**config.mk**
```make
export PLATFORM = sky130hd
export DESIGN_NAME = h264_nal_slice_header_classifier_core
export DESIGN_NICKNAME = d
export VERILOG_FILES = /design/src/hdl/nalc_pkg.sv /design/src/hdl/nalc_in_stage.sv /design/src/hdl/nalc_parser.sv /design/src/hdl/nalc_out_reg.sv /design/src/hdl/h264_nal_slice_header_classifier_core.sv
export VERILOG_INCLUDE_DIRS = /design/src /design/src/hdl
export SDC_FILE = /design/constraint.sdc
export NUM_CORES = 1
export LEC_CHECK = 0
export ABC_AREA = 1
export BUFFER_PORTS_ARGS = -buffer_cell sky130_fd_sc_hd__buf_4
export CORE_MARGIN = 5
export CORE_UTILIZATION = 30
export DETAILED_ROUTE_END_ITERATION = 7
export GPL_ROUTABILITY_DRIVEN = 0
export PLACE_DENSITY_LB_ADDON = 0.08
export SKIP_CTS_REPAIR_TIMING = 1
export SLEW_MARGIN = 5
export SYNTH_ARGS = -nofsm -noshare
export SYNTH_HDL_FRONTEND = slang
export SYNTH_SLANG_ARGS = --single-unit
export TNS_END_PERCENT = 5
```
**constraint.sdc**
```tcl
create_clock -name clk_i -period 14.6 [get_ports clk_i]
set_input_delay 2.92 -clock clk_i [delete_from_list [all_inputs] [get_ports clk_i]]
set_output_delay 2.92 -clock clk_i [all_outputs]
set_load 0.01 [all_outputs]
```
**src/hdl/assert_macros.svh**
```systemverilog
// Assertion macros shared by the RTL of the NAL unit classifier.
// The macros expect a clock named clk_i and an active-low reset named rst_ni.
`ifndef ASSERT_MACROS_SVH
`define ASSERT_MACROS_SVH

// Checks a property on every rising clock edge outside reset.
`define NALC_ASSERT(label, prop, msg) \
  label: assert property (@(posedge clk_i) disable iff (!rst_ni) (prop)) else $error(msg);

// Checks that a condition never holds on a rising clock edge outside reset.
`define NALC_ASSERT_NEVER(label, cond, msg) \
  label: assert property (@(posedge clk_i) disable iff (!rst_ni) !(cond)) else $error(msg);

`endif

```
**src/hdl/nalc_pkg.sv**
```systemverilog
// Package of the NAL unit classifier: phase codes, NAL and slice type codes,
// the transaction and parser state types, and the per-bit Exp-Golomb step.
// It depends on nothing else.
`timescale 1ns / 1ps
`default_nettype none

package nalc_pkg;

  localparam int unsigned MaxPrefix = 32;
  localparam logic [5:0] MaxPrefixCnt = 6'(MaxPrefix);

  localparam logic [2:0] PhIdle  = 3'd0;
  localparam logic [2:0] PhOther = 3'd1;
  localparam logic [2:0] PhP1    = 3'd2;
  localparam logic [2:0] PhS1    = 3'd3;
  localparam logic [2:0] PhP2    = 3'd4;
  localparam logic [2:0] PhS2    = 3'd5;
  localparam logic [2:0] PhDone  = 3'd6;

  localparam logic [7:0] EpbByte = 8'h03;
  localparam logic [15:0] HistReset = 16'hffff;

  localparam logic [4:0] NalTypeSliceLo = 5'd1;
  localparam logic [4:0] NalTypeSliceHi = 5'd5;
  localparam logic [4:0] NalTypeSps = 5'd7;
  localparam logic [4:0] NalTypePps = 5'd8;

  localparam logic [31:0] SliceTypeI     = 32'd2;
  localparam logic [31:0] SliceTypeSi    = 32'd4;
  localparam logic [31:0] SliceTypeIAll  = 32'd7;
  localparam logic [31:0] SliceTypeSiAll = 32'd9;

  typedef struct packed {
    logic [7:0] data_byte;
    logic       unit_start;
    logic       unit_end;
  } in_item_t;

  typedef struct packed {
    logic [4:0]  unit_type;
    logic [1:0]  ref_level;
    logic        is_slice;
    logic [31:0] first_macroblock;
    logic [31:0] slice_kind;
    logic        key_unit;
    logic        truncated;
    logic        code_error;
  } result_t;

  // The current code is kept as its prefix length and suffix bits; the first
  // code, once complete, is held in the same form.
  typedef struct packed {
    logic [2:0]  phase;
    logic [5:0]  pfx;
    logic [5:0]  sleft;
    logic [31:0] acc;
    logic [4:0]  fm_p;
    logic [31:0] fm_s;
    logic        err;
    logic        err_first;
  } parse_st_t;

  // Value of a code with p leading zeros and suffix s: 2^p - 1 + s.
  function automatic logic [31:0] code_value(logic [4:0] p, logic [31:0] s);
    return ~(32'hffff_ffff << p) + s;
  endfunction

  function automatic parse_st_t bit_step(parse_st_t st, logic b);
    parse_st_t   nx;
    logic [5:0]  pinc;
    logic [5:0]  sdec;
    logic [31:0] snew;
    nx   = st;
    pinc = st.pfx + 6'd1;
    sdec = st.sleft - 6'd1;
    snew = {st.acc[30:0], b};
    case (st.phase)
      PhP1, PhP2: begin
        if (!b) begin
          nx.pfx = pinc;
          if (pinc >= MaxPrefixCnt) begin
            nx.err       = 1'b1;
            nx.err_first = (st.phase == PhP1);
            nx.phase     = PhDone;
          end
        end else if (st.pfx == 6'd0) begin
          if (st.phase == PhP1) begin
            nx.fm_p  = 5'd0;
            nx.fm_s  = '0;
            nx.phase = PhP2;
            nx.acc   = '0;
          end else begin
            nx.phase = PhDone;
          end
        end else begin
          nx.sleft = st.pfx;
          nx.acc   = '0;
          nx.phase = (st.phase == PhP1) ? PhS1 : PhS2;
        end
      end
      PhS1, PhS2: begin
        nx.acc   = snew;
        nx.sleft = sdec;
        if (sdec == 6'd0) begin
          if (st.phase == PhS1) begin
            nx.fm_p  = st.pfx[4:0];
            nx.fm_s  = snew;
            nx.phase = PhP2;
            nx.pfx   = 6'd0;
            nx.acc   = '0;
          end else begin
            nx.phase = PhDone;
          end
        end
      end
      default: begin
      end
    endcase
    return nx;
  endfunction

endpackage

`default_nettype wire

```
**src/hdl/nalc_in_stage.sv**
```systemverilog
// Input register of the NAL unit classifier: holds one byte transaction.
// Depends on nalc_pkg for the transaction type.
`timescale 1ns / 1ps
`default_nettype none

module nalc_in_stage
  import nalc_pkg::*;
(
  input  wire logic     clk_i,
  input  wire logic     rst_ni,
  input  wire logic     valid_i,
  output logic          ready_o,
  input  wire in_item_t item_i,
  input  wire logic     step_i,
  output logic          valid_o,
  output in_item_t      item_o
);

  logic     valid_q;
  logic     valid_d;
  in_item_t item_q;

  assign ready_o = !valid_q || step_i;
  assign valid_d = ready_o ? valid_i : valid_q;

  always_ff @(posedge clk_i or negedge rst_ni) begin
    if (!rst_ni) begin
      valid_q <= 1'b0;
    end else begin
      valid_q <= valid_d;
    end
  end

  always_ff @(posedge clk_i) begin
    if (valid_i && ready_o) begin
      item_q <= item_i;
    end
  end

  assign valid_o = valid_q;
  assign item_o  = item_q;

endmodule

`default_nettype wire

```
**src/hdl/nalc_parser.sv**
```systemverilog
// Parser state of the NAL unit classifier: header capture, emulation-prevention
// filter and an eight-bit unrolled Exp-Golomb decoder, plus result formation.
// Depends on nalc_pkg and assert_macros.svh.
`timescale 1ns / 1ps
`default_nettype none

`include "assert_macros.svh"

module nalc_parser
  import nalc_pkg::*;
(
  input  wire logic     clk_i,
  input  wire logic     rst_ni,
  input  wire logic     step_i,
  input  wire in_item_t item_i,
  output logic          res_valid_o,
  output result_t       res_o
);

  parse_st_t   st_q;
  parse_st_t   st_d;
  parse_st_t   st_post;
  parse_st_t   st_chain;
  parse_st_t   st_start;
  logic [15:0] hist_q;
  logic [15:0] hist_d;
  logic        skip_q;
  logic        skip_d;
  logic [6:0]  hdr_q;
  logic [6:0]  hdr_d;
  logic        drop;
  logic        active;
  logic [4:0]  type_d;
  logic        slice_d;
  logic [31:0] cur_val;
  logic [31:0] fm_val;

  assign drop   = !skip_q && (item_i.data_byte == EpbByte) && (hist_q == 16'h0000);
  assign active = st_q.phase inside {[PhP1:PhS2]};
  assign type_d = hdr_d[4:0];
  assign slice_d = type_d inside {[NalTypeSliceLo:NalTypeSliceHi]};

  always_comb begin
    st_chain = st_q;
    for (int i = 7; i >= 0; i--) begin
      st_chain = bit_step(st_chain, item_i.data_byte[i]);
    end
  end

  always_comb begin
    st_start       = '0;
    st_start.phase = (item_i.data_byte[4:0] inside {[NalTypeSliceLo:NalTypeSliceHi]})
                     ? PhP1 : PhOther;
  end

  always_comb begin
    st_post = st_q;
    hist_d  = hist_q;
    skip_d  = skip_q;
    hdr_d   = hdr_q;
    if (item_i.unit_start) begin
      st_post = st_start;
      hist_d  = HistReset;
      skip_d  = 1'b0;
      hdr_d   = item_i.data_byte[6:0];
    end else if (active) begin
      if (drop) begin
        skip_d = 1'b1;
      end else begin
        skip_d  = 1'b0;
        hist_d  = {hist_q[7:0], item_i.data_byte};
        st_post = st_chain;
      end
    end
  end

  assign res_valid_o = item_i.unit_end && (item_i.unit_start || (st_q.phase != PhIdle));

  always_comb begin
    st_d = st_post;
    if (res_valid_o) begin
      st_d.phase = PhIdle;
    end
  end

  assign cur_val = code_value(st_post.pfx[4:0], st_post.acc);
  assign fm_val  = code_value(st_post.fm_p, st_post.fm_s);

  always_comb begin
    res_o                  = '0;
    res_o.unit_type        = type_d;
    res_o.ref_level        = hdr_d[6:5];
    res_o.is_slice         = slice_d;
    case (st_post.phase)
      PhP1, PhS1: begin
        res_o.first_macroblock = cur_val;
        res_o.truncated        = 1'b1;
      end
      PhP2, PhS2: begin
        res_o.first_macroblock = fm_val;
        res_o.slice_kind       = cur_val;
        res_o.truncated        = 1'b1;
      end
      PhDone: begin
        res_o.first_macroblock = (st_post.err && st_post.err_first) ? '1 : fm_val;
        if (st_post.err) begin
          res_o.slice_kind = st_post.err_first ? '0 : '1;
        end else begin
          res_o.slice_kind = cur_val;
        end
      end
      default: begin
      end
    endcase
    res_o.code_error = st_post.err;
    if (slice_d) begin
      res_o.key_unit = (res_o.slice_kind == SliceTypeI) || (res_o.slice_kind == SliceTypeSi)
                    || (res_o.slice_kind == SliceTypeIAll)
                    || (res_o.slice_kind == SliceTypeSiAll);
    end else begin
      res_o.key_unit = (type_d == NalTypeSps) || (type_d == NalTypePps);
    end
  end

  always_ff @(posedge clk_i or negedge rst_ni) begin
    if (!rst_ni) begin
      st_q   <= '0;
      hist_q <= HistReset;
      skip_q <= 1'b0;
      hdr_q  <= '0;
    end else if (step_i) begin
      st_q   <= st_d;
      hist_q <= hist_d;
      skip_q <= skip_d;
      hdr_q  <= hdr_d;
    end
  end

  `NALC_ASSERT(a_err_not_truncated, res_valid_o |-> !(res_o.code_error && res_o.truncated), "code error reported together with truncation")
  `NALC_ASSERT(a_idle_after_result, (step_i && res_valid_o) |=> (st_q.phase == PhIdle), "parser not idle after a result")
  `NALC_ASSERT_NEVER(a_skip_needs_zeros, skip_q && (hist_q != 16'h0000), "emulation byte dropped without two zero bytes")
  `NALC_ASSERT(a_nonslice_zero, (res_valid_o && !res_o.is_slice) |-> ((res_o.first_macroblock == 32'd0) && (res_o.slice_kind == 32'd0)), "non-slice unit carries decoded values")

endmodule

`default_nettype wire

```
**src/hdl/nalc_out_reg.sv**
```systemverilog
// Result register of the NAL unit classifier: holds one result transaction
// until the receiver takes it. Depends on nalc_pkg for the result type.
`timescale 1ns / 1ps
`default_nettype none

module nalc_out_reg
  import nalc_pkg::*;
(
  input  wire logic    clk_i,
  input  wire logic    rst_ni,
  input  wire logic    load_i,
  input  wire result_t res_i,
  input  wire logic    ready_i,
  output logic         valid_o,
  output result_t      res_o
);

  logic    valid_q;
  logic    valid_d;
  result_t res_q;

  always_comb begin
    valid_d = valid_q;
    if (load_i) begin
      valid_d = 1'b1;
    end else if (ready_i) begin
      valid_d = 1'b0;
    end
  end

  always_ff @(posedge clk_i or negedge rst_ni) begin
    if (!rst_ni) begin
      valid_q <= 1'b0;
    end else begin
      valid_q <= valid_d;
    end
  end

  always_ff @(posedge clk_i) begin
    if (load_i) begin
      res_q <= res_i;
    end
  end

  assign valid_o = valid_q;
  assign res_o   = res_q;

endmodule

`default_nettype wire

```
**src/hdl/h264_nal_slice_header_classifier_core.sv**
```systemverilog
// Top level of the H.264 NAL unit classifier.
// Instantiates nalc_in_stage, nalc_parser and nalc_out_reg; depends on nalc_pkg.
//
// Usage: NAL unit bytes enter on the input channel (in_valid_i/in_ready_o), one
// byte per transaction, the header byte marked by unit_start_i and the last
// byte by unit_end_i. Bytes outside a unit are ignored. One result transaction
// per unit leaves on the output channel (out_valid_o/out_ready_i) carrying the
// header fields, the two decoded slice header codes and the status flags.
// An accepted byte is registered in the input register; all eight bits then
// pass an unrolled Exp-Golomb decoder between the input register and the
// result register. The result of a unit is loaded into the result register
// when the last byte of the unit leaves the input register. Throughput is one
// byte per cycle while the receiver does not stall the result register.
// When the receiver stalls, the result register holds its transaction and the
// input register fills; in_ready_o then drops until the result is taken.
// Reset (rst_ni low, asynchronous) empties both registers and returns the
// parser to idle, waiting for a header byte.
`timescale 1ns / 1ps
`default_nettype none

module h264_nal_slice_header_classifier_core
  import nalc_pkg::*;
(
  input  wire logic        clk_i,
  input  wire logic        rst_ni,
  input  wire logic        in_valid_i,
  output logic             in_ready_o,
  input  wire logic [7:0]  data_byte_i,
  input  wire logic        unit_start_i,
  input  wire logic        unit_end_i,
  output logic             out_valid_o,
  input  wire logic        out_ready_i,
  output logic [4:0]       unit_type_o,
  output logic [1:0]       ref_level_o,
  output logic             is_slice_o,
  output logic [31:0]      first_macroblock_o,
  output logic [31:0]      slice_kind_o,
  output logic             key_unit_o,
  output logic             truncated_o,
  output logic             code_error_o
);

  in_item_t in_item;
  in_item_t st1_item;
  logic     st1_valid;
  logic     advance;
  logic     res_valid;
  result_t  res;
  result_t  out_res;

  assign in_item.data_byte  = data_byte_i;
  assign in_item.unit_start = unit_start_i;
  assign in_item.unit_end   = unit_end_i;

  assign advance = st1_valid && (!out_valid_o || out_ready_i);

  nalc_in_stage u_in_stage (
    .clk_i   (clk_i),
    .rst_ni  (rst_ni),
    .valid_i (in_valid_i),
    .ready_o (in_ready_o),
    .item_i  (in_item),
    .step_i  (advance),
    .valid_o (st1_valid),
    .item_o  (st1_item)
  );

  nalc_parser u_parser (
    .clk_i       (clk_i),
    .rst_ni      (rst_ni),
    .step_i      (advance),
    .item_i      (st1_item),
    .res_valid_o (res_valid),
    .res_o       (res)
  );

  nalc_out_reg u_out_reg (
    .clk_i   (clk_i),
    .rst_ni  (rst_ni),
    .load_i  (advance && res_valid),
    .res_i   (res),
    .ready_i (out_ready_i),
    .valid_o (out_valid_o),
    .res_o   (out_res)
  );

  assign unit_type_o        = out_res.unit_type;
  assign ref_level_o        = out_res.ref_level;
  assign is_slice_o         = out_res.is_slice;
  assign first_macroblock_o = out_res.first_macroblock;
  assign slice_kind_o       = out_res.slice_kind;
  assign key_unit_o         = out_res.key_unit;
  assign truncated_o        = out_res.truncated;
  assign code_error_o       = out_res.code_error;

endmodule

`default_nettype wire
```
==> flow_results.xml, run 1 <==
<?xml version="1.0" encoding="UTF-8"?>
<metrics>
  <group name="critical_path">
    <metric name="critPathRequiredTime" unit="ns">14.84</metric>
    <metric name="end_kind" unit="">flip-flop</metric>
    <metric name="critical_path.startpoint" unit="">u_parser.st_q[84]</metric>
    <metric name="r2r_end" unit="">u_out_reg.res_o[2]</metric>
    <metric name="critical_path_startpoint_category" unit="">flip-flop</metric>
    <metric name="crit_path_max_fanout" unit="">9</metric>
    <metric name="arrival" unit="ns">13.87</metric>
    <metric name="cp_num_buf_inv" unit="">14</metric>
    <metric name="cpPeakStageDelay" unit="ns">0.46</metric>
    <metric name="timing.critical_path.max_delay_family" unit="">simple AND/OR/NAND/NOR gates</metric>
    <metric name="slowest_stage" unit="">sky130_fd_sc_hd__dfrtp_2</metric>
    <metric name="r2r_setup_slack" unit="ns">0.97</metric>
    <metric name="r2r_start" unit="">u_parser.st_q[84]</metric>
    <metric name="timing.reg2reg.worst_path_depth" unit="">105</metric>
    <metric name="worst-setup-path-type" unit="">flip-flop to flip-flop</metric>
  </group>
  <group name="sta">
    <metric name="timing.final.hold_violations" unit="">0</metric>
    <metric name="setup_viol" unit="">0</metric>
    <metric name="slew_headroom" unit="%">33.6</metric>
    <metric name="fmax" unit="GHz">0.0734</metric>
    <metric name="skew_final" unit="ns">0.0278</metric>
    <metric name="worst-slew-pin-transition" unit="ns">0.996</metric>
    <metric name="report.final.slew_viol_count" unit="">0</metric>
    <metric name="fin_tns_setup" unit="ns">0</metric>
    <metric name="period_share" unit="%">93.3</metric>
    <metric name="period_needed" unit="ns">13.63</metric>
  </group>
  <group name="grt">
    <metric name="grt_antenna_before_repair" unit="">1</metric>
    <metric name="first_global_vias" unit="">26000</metric>
    <metric name="grt-ovfl-total" unit="">0</metric>
    <metric name="grt.total_usage" unit="%">22.6</metric>
    <metric name="maximum_number_of_pins_on_one_net_before_global_route_repair" unit="">102</metric>
    <metric name="grt_first_pass_wirelength" unit="microns">159000</metric>
  </group>
  <group name="min_path">
    <metric name="min_delay_path_depth" unit="">2</metric>
    <metric name="hp-start" unit="">u_parser.hdr_q[3]</metric>
    <metric name="worst_hold_path.endpoint" unit="">u_parser.hdr_q[3]</metric>
    <metric name="worstHoldPathType" unit="">flip-flop to flip-flop</metric>
  </group>
  <group name="clock_network">
    <metric name="tritoncts" unit="">built</metric>
    <metric name="numCtsBuffers" unit="">17</metric>
    <metric name="clockRootBuffer" unit="">sky130_fd_sc_hd__clkbuf_16</metric>
    <metric name="ctsHtreeMaxLevel" unit="">4</metric>
    <metric name="clkLatencyLatePin" unit="ns">0.50</metric>
    <metric name="cts_num_sinks" unit="">197</metric>
    <metric name="clock_path_buffers" unit="">2</metric>
    <metric name="clk_pin_slew" unit="ns">0.09</metric>
  </group>
  <group name="synth">
    <metric name="ys.flop_type" unit="">sky130_fd_sc_hd__dfrtp_1</metric>
    <metric name="synth_area_per_cell" unit="sq um">6.29</metric>
    <metric name="synth-async-reset-ratio" unit="%">56.9</metric>
    <metric name="synth_seq_cells" unit="">197</metric>
    <metric name="synth_top_cell_by_area" unit="">sky130_fd_sc_hd__nand2_1</metric>
    <metric name="synth.cell_area" unit="sq um">24700</metric>
    <metric name="synth_edf_count" unit="">85</metric>
    <metric name="seq_area_frac_synth" unit="%">21.8</metric>
    <metric name="synthesis.instances" unit="">3924</metric>
    <metric name="yosys.cell_count.top_type" unit="">sky130_fd_sc_hd__nand2_1</metric>
    <metric name="synthTopCellsByArea" unit="">sky130_fd_sc_hd__nand2_1 12%, sky130_fd_sc_hd__edfxtp_1 10%, sky130_fd_sc_hd__dfrtp_1 9.7%</metric>
    <metric name="post_synth_num_cell_types" unit="">74</metric>
    <metric name="synth_nets" unit="">4037</metric>
    <metric name="yosys.area.top_type_share" unit="%">11.8</metric>
    <metric name="yosysWarningCount" unit="">0</metric>
    <metric name="yosys-top-cells-count" unit="">773 x sky130_fd_sc_hd__nand2_1, 624 x sky130_fd_sc_hd__inv_1, 358 x sky130_fd_sc_hd__o22ai_1</metric>
  </group>
  <group name="place">
    <metric name="total_of_buffers_placed_on_input_and_output_ports" unit="">90</metric>
    <metric name="place.detailed.instances" unit="">5011</metric>
    <metric name="detailed_place_hpwl" unit="microns">80500</metric>
    <metric name="dpl-instance-area" unit="sq um">26800</metric>
  </group>
  <group name="finish">
    <metric name="stdcell_count" unit="">5139</metric>
    <metric name="final_net_count" unit="">4169</metric>
    <metric name="finalCoreUtilization" unit="%">35.5</metric>
    <metric name="fin_area" unit="sq um">29000</metric>
    <metric name="fillCellCount" unit="">9144</metric>
    <metric name="synthToLayoutAreaGrowth" unit="%">17.7</metric>
    <metric name="num_antenna_cells" unit="">0</metric>
    <metric name="final_layout_size_suffix_gt1_share" unit="%">19.6</metric>
  </group>
  <group name="floorplanning">
    <metric name="ioPinCount" unit="">91</metric>
    <metric name="core" unit="sq um">81800</metric>
    <metric name="initial_utilization" unit="%">30.2</metric>
    <metric name="die_h" unit="microns">297</metric>
    <metric name="fp.dieArea" unit="sq um">88100</metric>
    <metric name="die-width" unit="microns">297</metric>
    <metric name="row_count" unit="">105</metric>
  </group>
  <group name="drt">
    <metric name="postRouteAntennaNets" unit="">0</metric>
    <metric name="vias_per_cell" unit="">5.32</metric>
    <metric name="drc_violation_count_after_routing" unit="">0</metric>
    <metric name="drtIter0Drc" unit="">2225</metric>
    <metric name="final_wl" unit="microns">105000</metric>
    <metric name="dr.pass1.iters" unit="">6</metric>
    <metric name="route.vias.total" unit="">27300</metric>
    <metric name="drt-wirelength-per-cell" unit="microns">20.4</metric>
  </group>
  <group name="outcome">
    <metric name="run_status" unit="">finished, final reports clean</metric>
  </group>
  <group name="flow_run">
    <metric name="max_cap_viol_count" unit="">0</metric>
  </group>
</metrics>
[registers in the layout, indices dropped and copies added (netlist names)]
signal	count
u_in_stage.item_o	10
u_in_stage.valid_o	1
u_out_reg.res_o	75
u_out_reg.valid_o	1
u_parser.hdr_q	7
u_parser.hist_q	16
u_parser.skip_q	1
u_parser.st_q	86
[routing by layer]
metal	wire length [microns]	track usage, %	vias to the layer above	part of all wire [%]
li1	-	-	13500	-
met1	47200	30.1	13000	45
met2	51400	39.4	658	49
met3	3460	1.99	118	3.3
met4	3060	6.62	0	2.9
met5	0	0	-	0
[worst min-delay path, cell delays in order (launching register included)]
cell,delay [ns]
sky130_fd_sc_hd__dfrtp_1,0.35
sky130_fd_sc_hd__nand2_1,0.05
sky130_fd_sc_hd__o21ai_0,0.05
[layout make-up]
cell class	instances	area (sq um)	share of cell area, %
Multi-Input combinational cell	2833	16700	57.6
Sequential cell	197	5380	18.5
Inverter	697	2660	9.16
Timing Repair Buffer	310	2350	8.09
Tap cell	1070	1340	4.61
Clock buffer	17	425	1.46
Clock inverter	15	165	0.569
[worst max-delay path by stage]
stage                               end  slack, ns  depth (start not counted)
global placement    u_out_reg.res_o[65]      -0.35                        103
detailed placement  u_out_reg.res_o[65]      -0.18                        102
finish               u_out_reg.res_o[2]       0.97                        105
floorplan            u_out_reg.res_o[2]       1.58                        112
global route         u_out_reg.res_o[2]       -0.1                        113
CTS                 u_out_reg.res_o[65]      -0.27                        102
[cell usage in the layout, fill, tap and decap left out, types with 6 or more instances in the layout]
cell,Yosys,layout
sky130_fd_sc_hd__ha_4,0,7
sky130_fd_sc_hd__o22ai_1,358,358
sky130_fd_sc_hd__ha_1,97,89
sky130_fd_sc_hd__inv_2,52,62
sky130_fd_sc_hd__a21oi_4,2,7
sky130_fd_sc_hd__nor3_1,18,17
sky130_fd_sc_hd__o21ai_2,8,19
sky130_fd_sc_hd__a22oi_1,105,104
sky130_fd_sc_hd__o211ai_1,41,41
sky130_fd_sc_hd__xnor2_1,21,21
sky130_fd_sc_hd__clkbuf_16,0,17
sky130_fd_sc_hd__dfrtp_1,96,93
sky130_fd_sc_hd__inv_4,4,10
sky130_fd_sc_hd__buf_4,12,304
sky130_fd_sc_hd__a21oi_2,8,15
sky130_fd_sc_hd__o21ai_0,329,316
sky130_fd_sc_hd__nor2_1,272,252
sky130_fd_sc_hd__nand4_1,37,37
sky130_fd_sc_hd__o21ai_1,37,37
sky130_fd_sc_hd__nor2_2,33,34
sky130_fd_sc_hd__nand3_4,8,20
sky130_fd_sc_hd__xor2_1,40,40
sky130_fd_sc_hd__nand2_4,24,49
sky130_fd_sc_hd__nand3_2,34,41
sky130_fd_sc_hd__nor2_4,13,32
sky130_fd_sc_hd__dfstp_2,16,16
sky130_fd_sc_hd__nand2_2,79,95
sky130_fd_sc_hd__a21oi_1,171,159
sky130_fd_sc_hd__edfxtp_1,85,85
sky130_fd_sc_hd__nand2_1,773,730
sky130_fd_sc_hd__clkinv_1,14,13
sky130_fd_sc_hd__nand3_1,234,215
sky130_fd_sc_hd__inv_1,624,607
sky130_fd_sc_hd__buf_6,10,6
sky130_fd_sc_hd__o21bai_1,9,8
sky130_fd_sc_hd__a21o_1,11,11
[through the flow]
stage / worst slack (ns) / hold slack [ns]
after floorplan: 1.58 / 0.448
after global placement: -0.348 / 0.460
after detailed placement: -0.179 / 0.468
after CTS: -0.267 / 0.487
after global routing: -0.0988 / 0.513
final: 0.972 / 0.484
[logic make-up (layout without fill, tap and decap cells)]
kind of cell,count (synthesis),after routing,synth area share [%]
simple gates,1546,1546,29.2
compound gates,1125,1125,27.3
buf+inv,894,1039,14.3
flops,197,197,21.8
fa+ha+maj,99,99,5.08
xor+xnor,63,63,2.30
Power of run 1 is not shown: default switching activity piles up to over one toggle a cycle in this logic, so the estimate is an artifact.
==> inputs of run 2 (changes only) <==
GPL_TIMING_DRIVEN = 0   (was not set)
RECOVER_POWER = 50   (was not set)
SKIP_LAST_GASP = 1   (was not set)
==> run 2 against run 1 <==
  * The run now ends with max-capacitance violations, max-slew violations left
  * Final cell count grew 3.9%
  * Wire length grew 7.2%
  * Sequential share of layout area shrank 0.88 points
  * Non-clock buffer count grew 198
  * Worst hold slack is essentially flat
  * Final area grew 5.1%
  * Worst setup slack lost 0.37 ns
  * Die area is the same
  * Count of clock-buffer cells in the layout is the same
  * Global-route usage grew 1.1 points
  * Register-to-register slack lost 0.37 ns
  * First-iteration DRC count grew 9.1%
  * Critical path type unchanged
  * Largest cell class unchanged
==> flow_results.xml, run 2 (same netlist as run 1, synthesis figures left out) <==
<?xml version="1.0" encoding="UTF-8"?>
<metrics>
  <group name="clock_network">
    <metric name="cts_num_sinks" unit="">197</metric>
    <metric name="clock_path_buffers" unit="">2</metric>
    <metric name="clk_pin_slew" unit="ns">0.11</metric>
    <metric name="tritoncts" unit="">built</metric>
    <metric name="numCtsBuffers" unit="">17</metric>
    <metric name="clockRootBuffer" unit="">sky130_fd_sc_hd__clkbuf_16</metric>
    <metric name="clkLatencyLatePin" unit="ns">0.52</metric>
    <metric name="ctsHtreeMaxLevel" unit="">4</metric>
  </group>
  <group name="finish">
    <metric name="layout.cells.most_common_list" unit="">705 x sky130_fd_sc_hd__nand2_1, 600 x sky130_fd_sc_hd__inv_1, 358 x sky130_fd_sc_hd__o22ai_1, 312 x sky130_fd_sc_hd__o21ai_0, 239 x sky130_fd_sc_hd__nor2_1</metric>
    <metric name="largest_register_ffs" unit="">86</metric>
    <metric name="largest-register" unit="">u_parser.st_q</metric>
    <metric name="stdcell_count" unit="">5338</metric>
    <metric name="final_layout_size_suffix_gt1_share" unit="%">20.1</metric>
    <metric name="num_antenna_cells" unit="">0</metric>
    <metric name="final_net_count" unit="">4368</metric>
    <metric name="synthToLayoutAreaGrowth" unit="%">23.6</metric>
    <metric name="mostFrequentLayoutCell" unit="">sky130_fd_sc_hd__nand2_1</metric>
    <metric name="fillCellCount" unit="">9195</metric>
  </group>
  <group name="sta">
    <metric name="report.final.slew_viol_count" unit="">115</metric>
    <metric name="period_share" unit="%">95.9</metric>
    <metric name="fmax" unit="GHz">0.0714</metric>
    <metric name="hold_ws" unit="ns">0.483</metric>
    <metric name="slew_headroom" unit="%">-153</metric>
    <metric name="worst-slew-pin-transition" unit="ns">3.79</metric>
    <metric name="setup_viol" unit="">0</metric>
    <metric name="skew_final" unit="ns">0.0375</metric>
    <metric name="timing.final.hold_violations" unit="">0</metric>
    <metric name="period_needed" unit="ns">14.00</metric>
  </group>
  <group name="critical_path">
    <metric name="worst_setup_path_endpoint" unit="">u_out_reg.res_o[2]</metric>
    <metric name="crit_path_max_fanout" unit="">10</metric>
    <metric name="arrival" unit="ns">14.36</metric>
    <metric name="cpPeakStageDelay" unit="ns">0.41</metric>
    <metric name="critical_path.startpoint" unit="">u_parser.st_q[77]</metric>
    <metric name="worstSetupPathDepth" unit="">111</metric>
    <metric name="end_kind" unit="">flip-flop</metric>
    <metric name="r2r_start" unit="">u_parser.st_q[77]</metric>
    <metric name="slowest_stage" unit="">sky130_fd_sc_hd__dfrtp_1</metric>
    <metric name="timing.reg2reg.worst_path_depth" unit="">111</metric>
    <metric name="worst_path_most_repeated_cell" unit="">sky130_fd_sc_hd__nand2_1</metric>
    <metric name="cp_num_buf_inv" unit="">19</metric>
    <metric name="critical_path_startpoint_category" unit="">flip-flop</metric>
    <metric name="timing.critical_path.max_delay_family" unit="">simple AND/OR/NAND/NOR gates</metric>
    <metric name="r2r_setup_slack" unit="ns">0.60</metric>
    <metric name="critPathRequiredTime" unit="ns">14.96</metric>
    <metric name="r2r_end" unit="">u_out_reg.res_o[2]</metric>
    <metric name="worst-setup-path-type" unit="">flip-flop to flip-flop</metric>
  </group>
  <group name="grt">
    <metric name="grt.total_usage" unit="%">23.7</metric>
    <metric name="grt_first_pass_wirelength" unit="microns">164000</metric>
    <metric name="grt_antenna_before_repair" unit="">0</metric>
    <metric name="first_global_vias" unit="">26300</metric>
    <metric name="maximum_number_of_pins_on_one_net_before_global_route_repair" unit="">68</metric>
    <metric name="grt-ovfl-total" unit="">0</metric>
  </group>
  <group name="drt">
    <metric name="route.vias.total" unit="">28700</metric>
    <metric name="dr.pass1.iters" unit="">6</metric>
    <metric name="vias_per_cell" unit="">5.37</metric>
    <metric name="drt-wirelength-per-cell" unit="microns">21.1</metric>
    <metric name="drtIter0Drc" unit="">2428</metric>
    <metric name="postRouteAntennaNets" unit="">0</metric>
    <metric name="drc_violation_count_after_routing" unit="">0</metric>
    <metric name="final_wl" unit="microns">113000</metric>
  </group>
  <group name="floorplanning">
    <metric name="initial_utilization" unit="%">30.2</metric>
    <metric name="ioPinCount" unit="">91</metric>
    <metric name="core" unit="sq um">81800</metric>
    <metric name="row_count" unit="">105</metric>
    <metric name="die-width" unit="microns">297</metric>
    <metric name="die_h" unit="microns">297</metric>
    <metric name="fp.dieArea" unit="sq um">88100</metric>
  </group>
  <group name="place">
    <metric name="total_of_buffers_placed_on_input_and_output_ports" unit="">90</metric>
    <metric name="place.detailed.instances" unit="">5089</metric>
    <metric name="detailed_place_hpwl" unit="microns">91500</metric>
  </group>
  <group name="flow_run">
    <metric name="max_cap_viol_count" unit="">2</metric>
  </group>
  <group name="outcome">
    <metric name="failed_checks" unit="">max-capacitance violations, max-slew violations</metric>
    <metric name="run_status" unit="">complete, but fails checks</metric>
  </group>
  <group name="min_path">
    <metric name="worstHoldPathType" unit="">flip-flop to flip-flop</metric>
  </group>
</metrics>
==> run 2: final cells by class <==
class	count	area, sq um	share of cell area, %
clock buffer	17	425	1.39
timing repair buffer	311	2120	6.93
clock inverter	15	186	0.611
multi-input combinational	2834	17500	57.2
inverter	697	2700	8.85
tap	1070	1340	4.39
sequential	197	5380	17.6
buffer	197	912	2.99
==> run 2: how the worst min path moves through the flow <==
stage                   startpoint                   to  slack (ns)  cells past startpoint
2_1_floorplan    u_parser.hdr_q[0]    u_parser.hdr_q[0]        0.45                      2
3_3_place_gp     u_parser.hdr_q[4]    u_parser.hdr_q[4]        0.46                      2
3_5_place_dp     u_parser.hdr_q[4]    u_parser.hdr_q[4]        0.47                      2
4_1_cts          u_parser.hdr_q[4]    u_parser.hdr_q[4]        0.49                      2
5_1_grt          u_parser.hdr_q[4]    u_parser.hdr_q[4]        0.50                      2
6_report       u_parser.hist_q[12]  u_parser.hist_q[12]        0.48                      2
==> run 2: layer usage <==
metal  share of wire, %  track usage (%)  routed length (microns)  vias up
li1                   -                -                        -    14000
met1                 46             33.3                    52200    13900
met2                 47             40.2                    53500      743
met3                4.4             2.53                     4930       99
met4                1.8             3.98                     2000        0
met5                  0                0                        0        -
==> run 2: worst register-to-register path, delay by kind of cell, from the launching register on <==
kind / cells / cell delay [ns]
AOI/OAI and AO/OA: 21 / 3.22
xor gates and xnor gates: 1 / 0.29
adders and majority gates: 8 / 1.53
buffers and inverters: 19 / 1.85
DFF: 1 / 0.41
and+or+nand+nor: 62 / 6.52
==> run 2: stage by stage <==
step           area (sq um)  setup TNS (ns)  setup WS, ns  utilization (%)
2_1_floorplan         24700               0          1.58                -
5_1_grt               30500           -1.25        -0.302             37.3
3_5_place_dp          26800          -35.51         -2.28             32.8
3_3_place_gp          26700          -39.81         -2.46             32.6
4_1_cts               27400          -39.13         -2.41             33.5
6_report              30500               0         0.597             37.3
Power of run 2 is left out for the same reason.
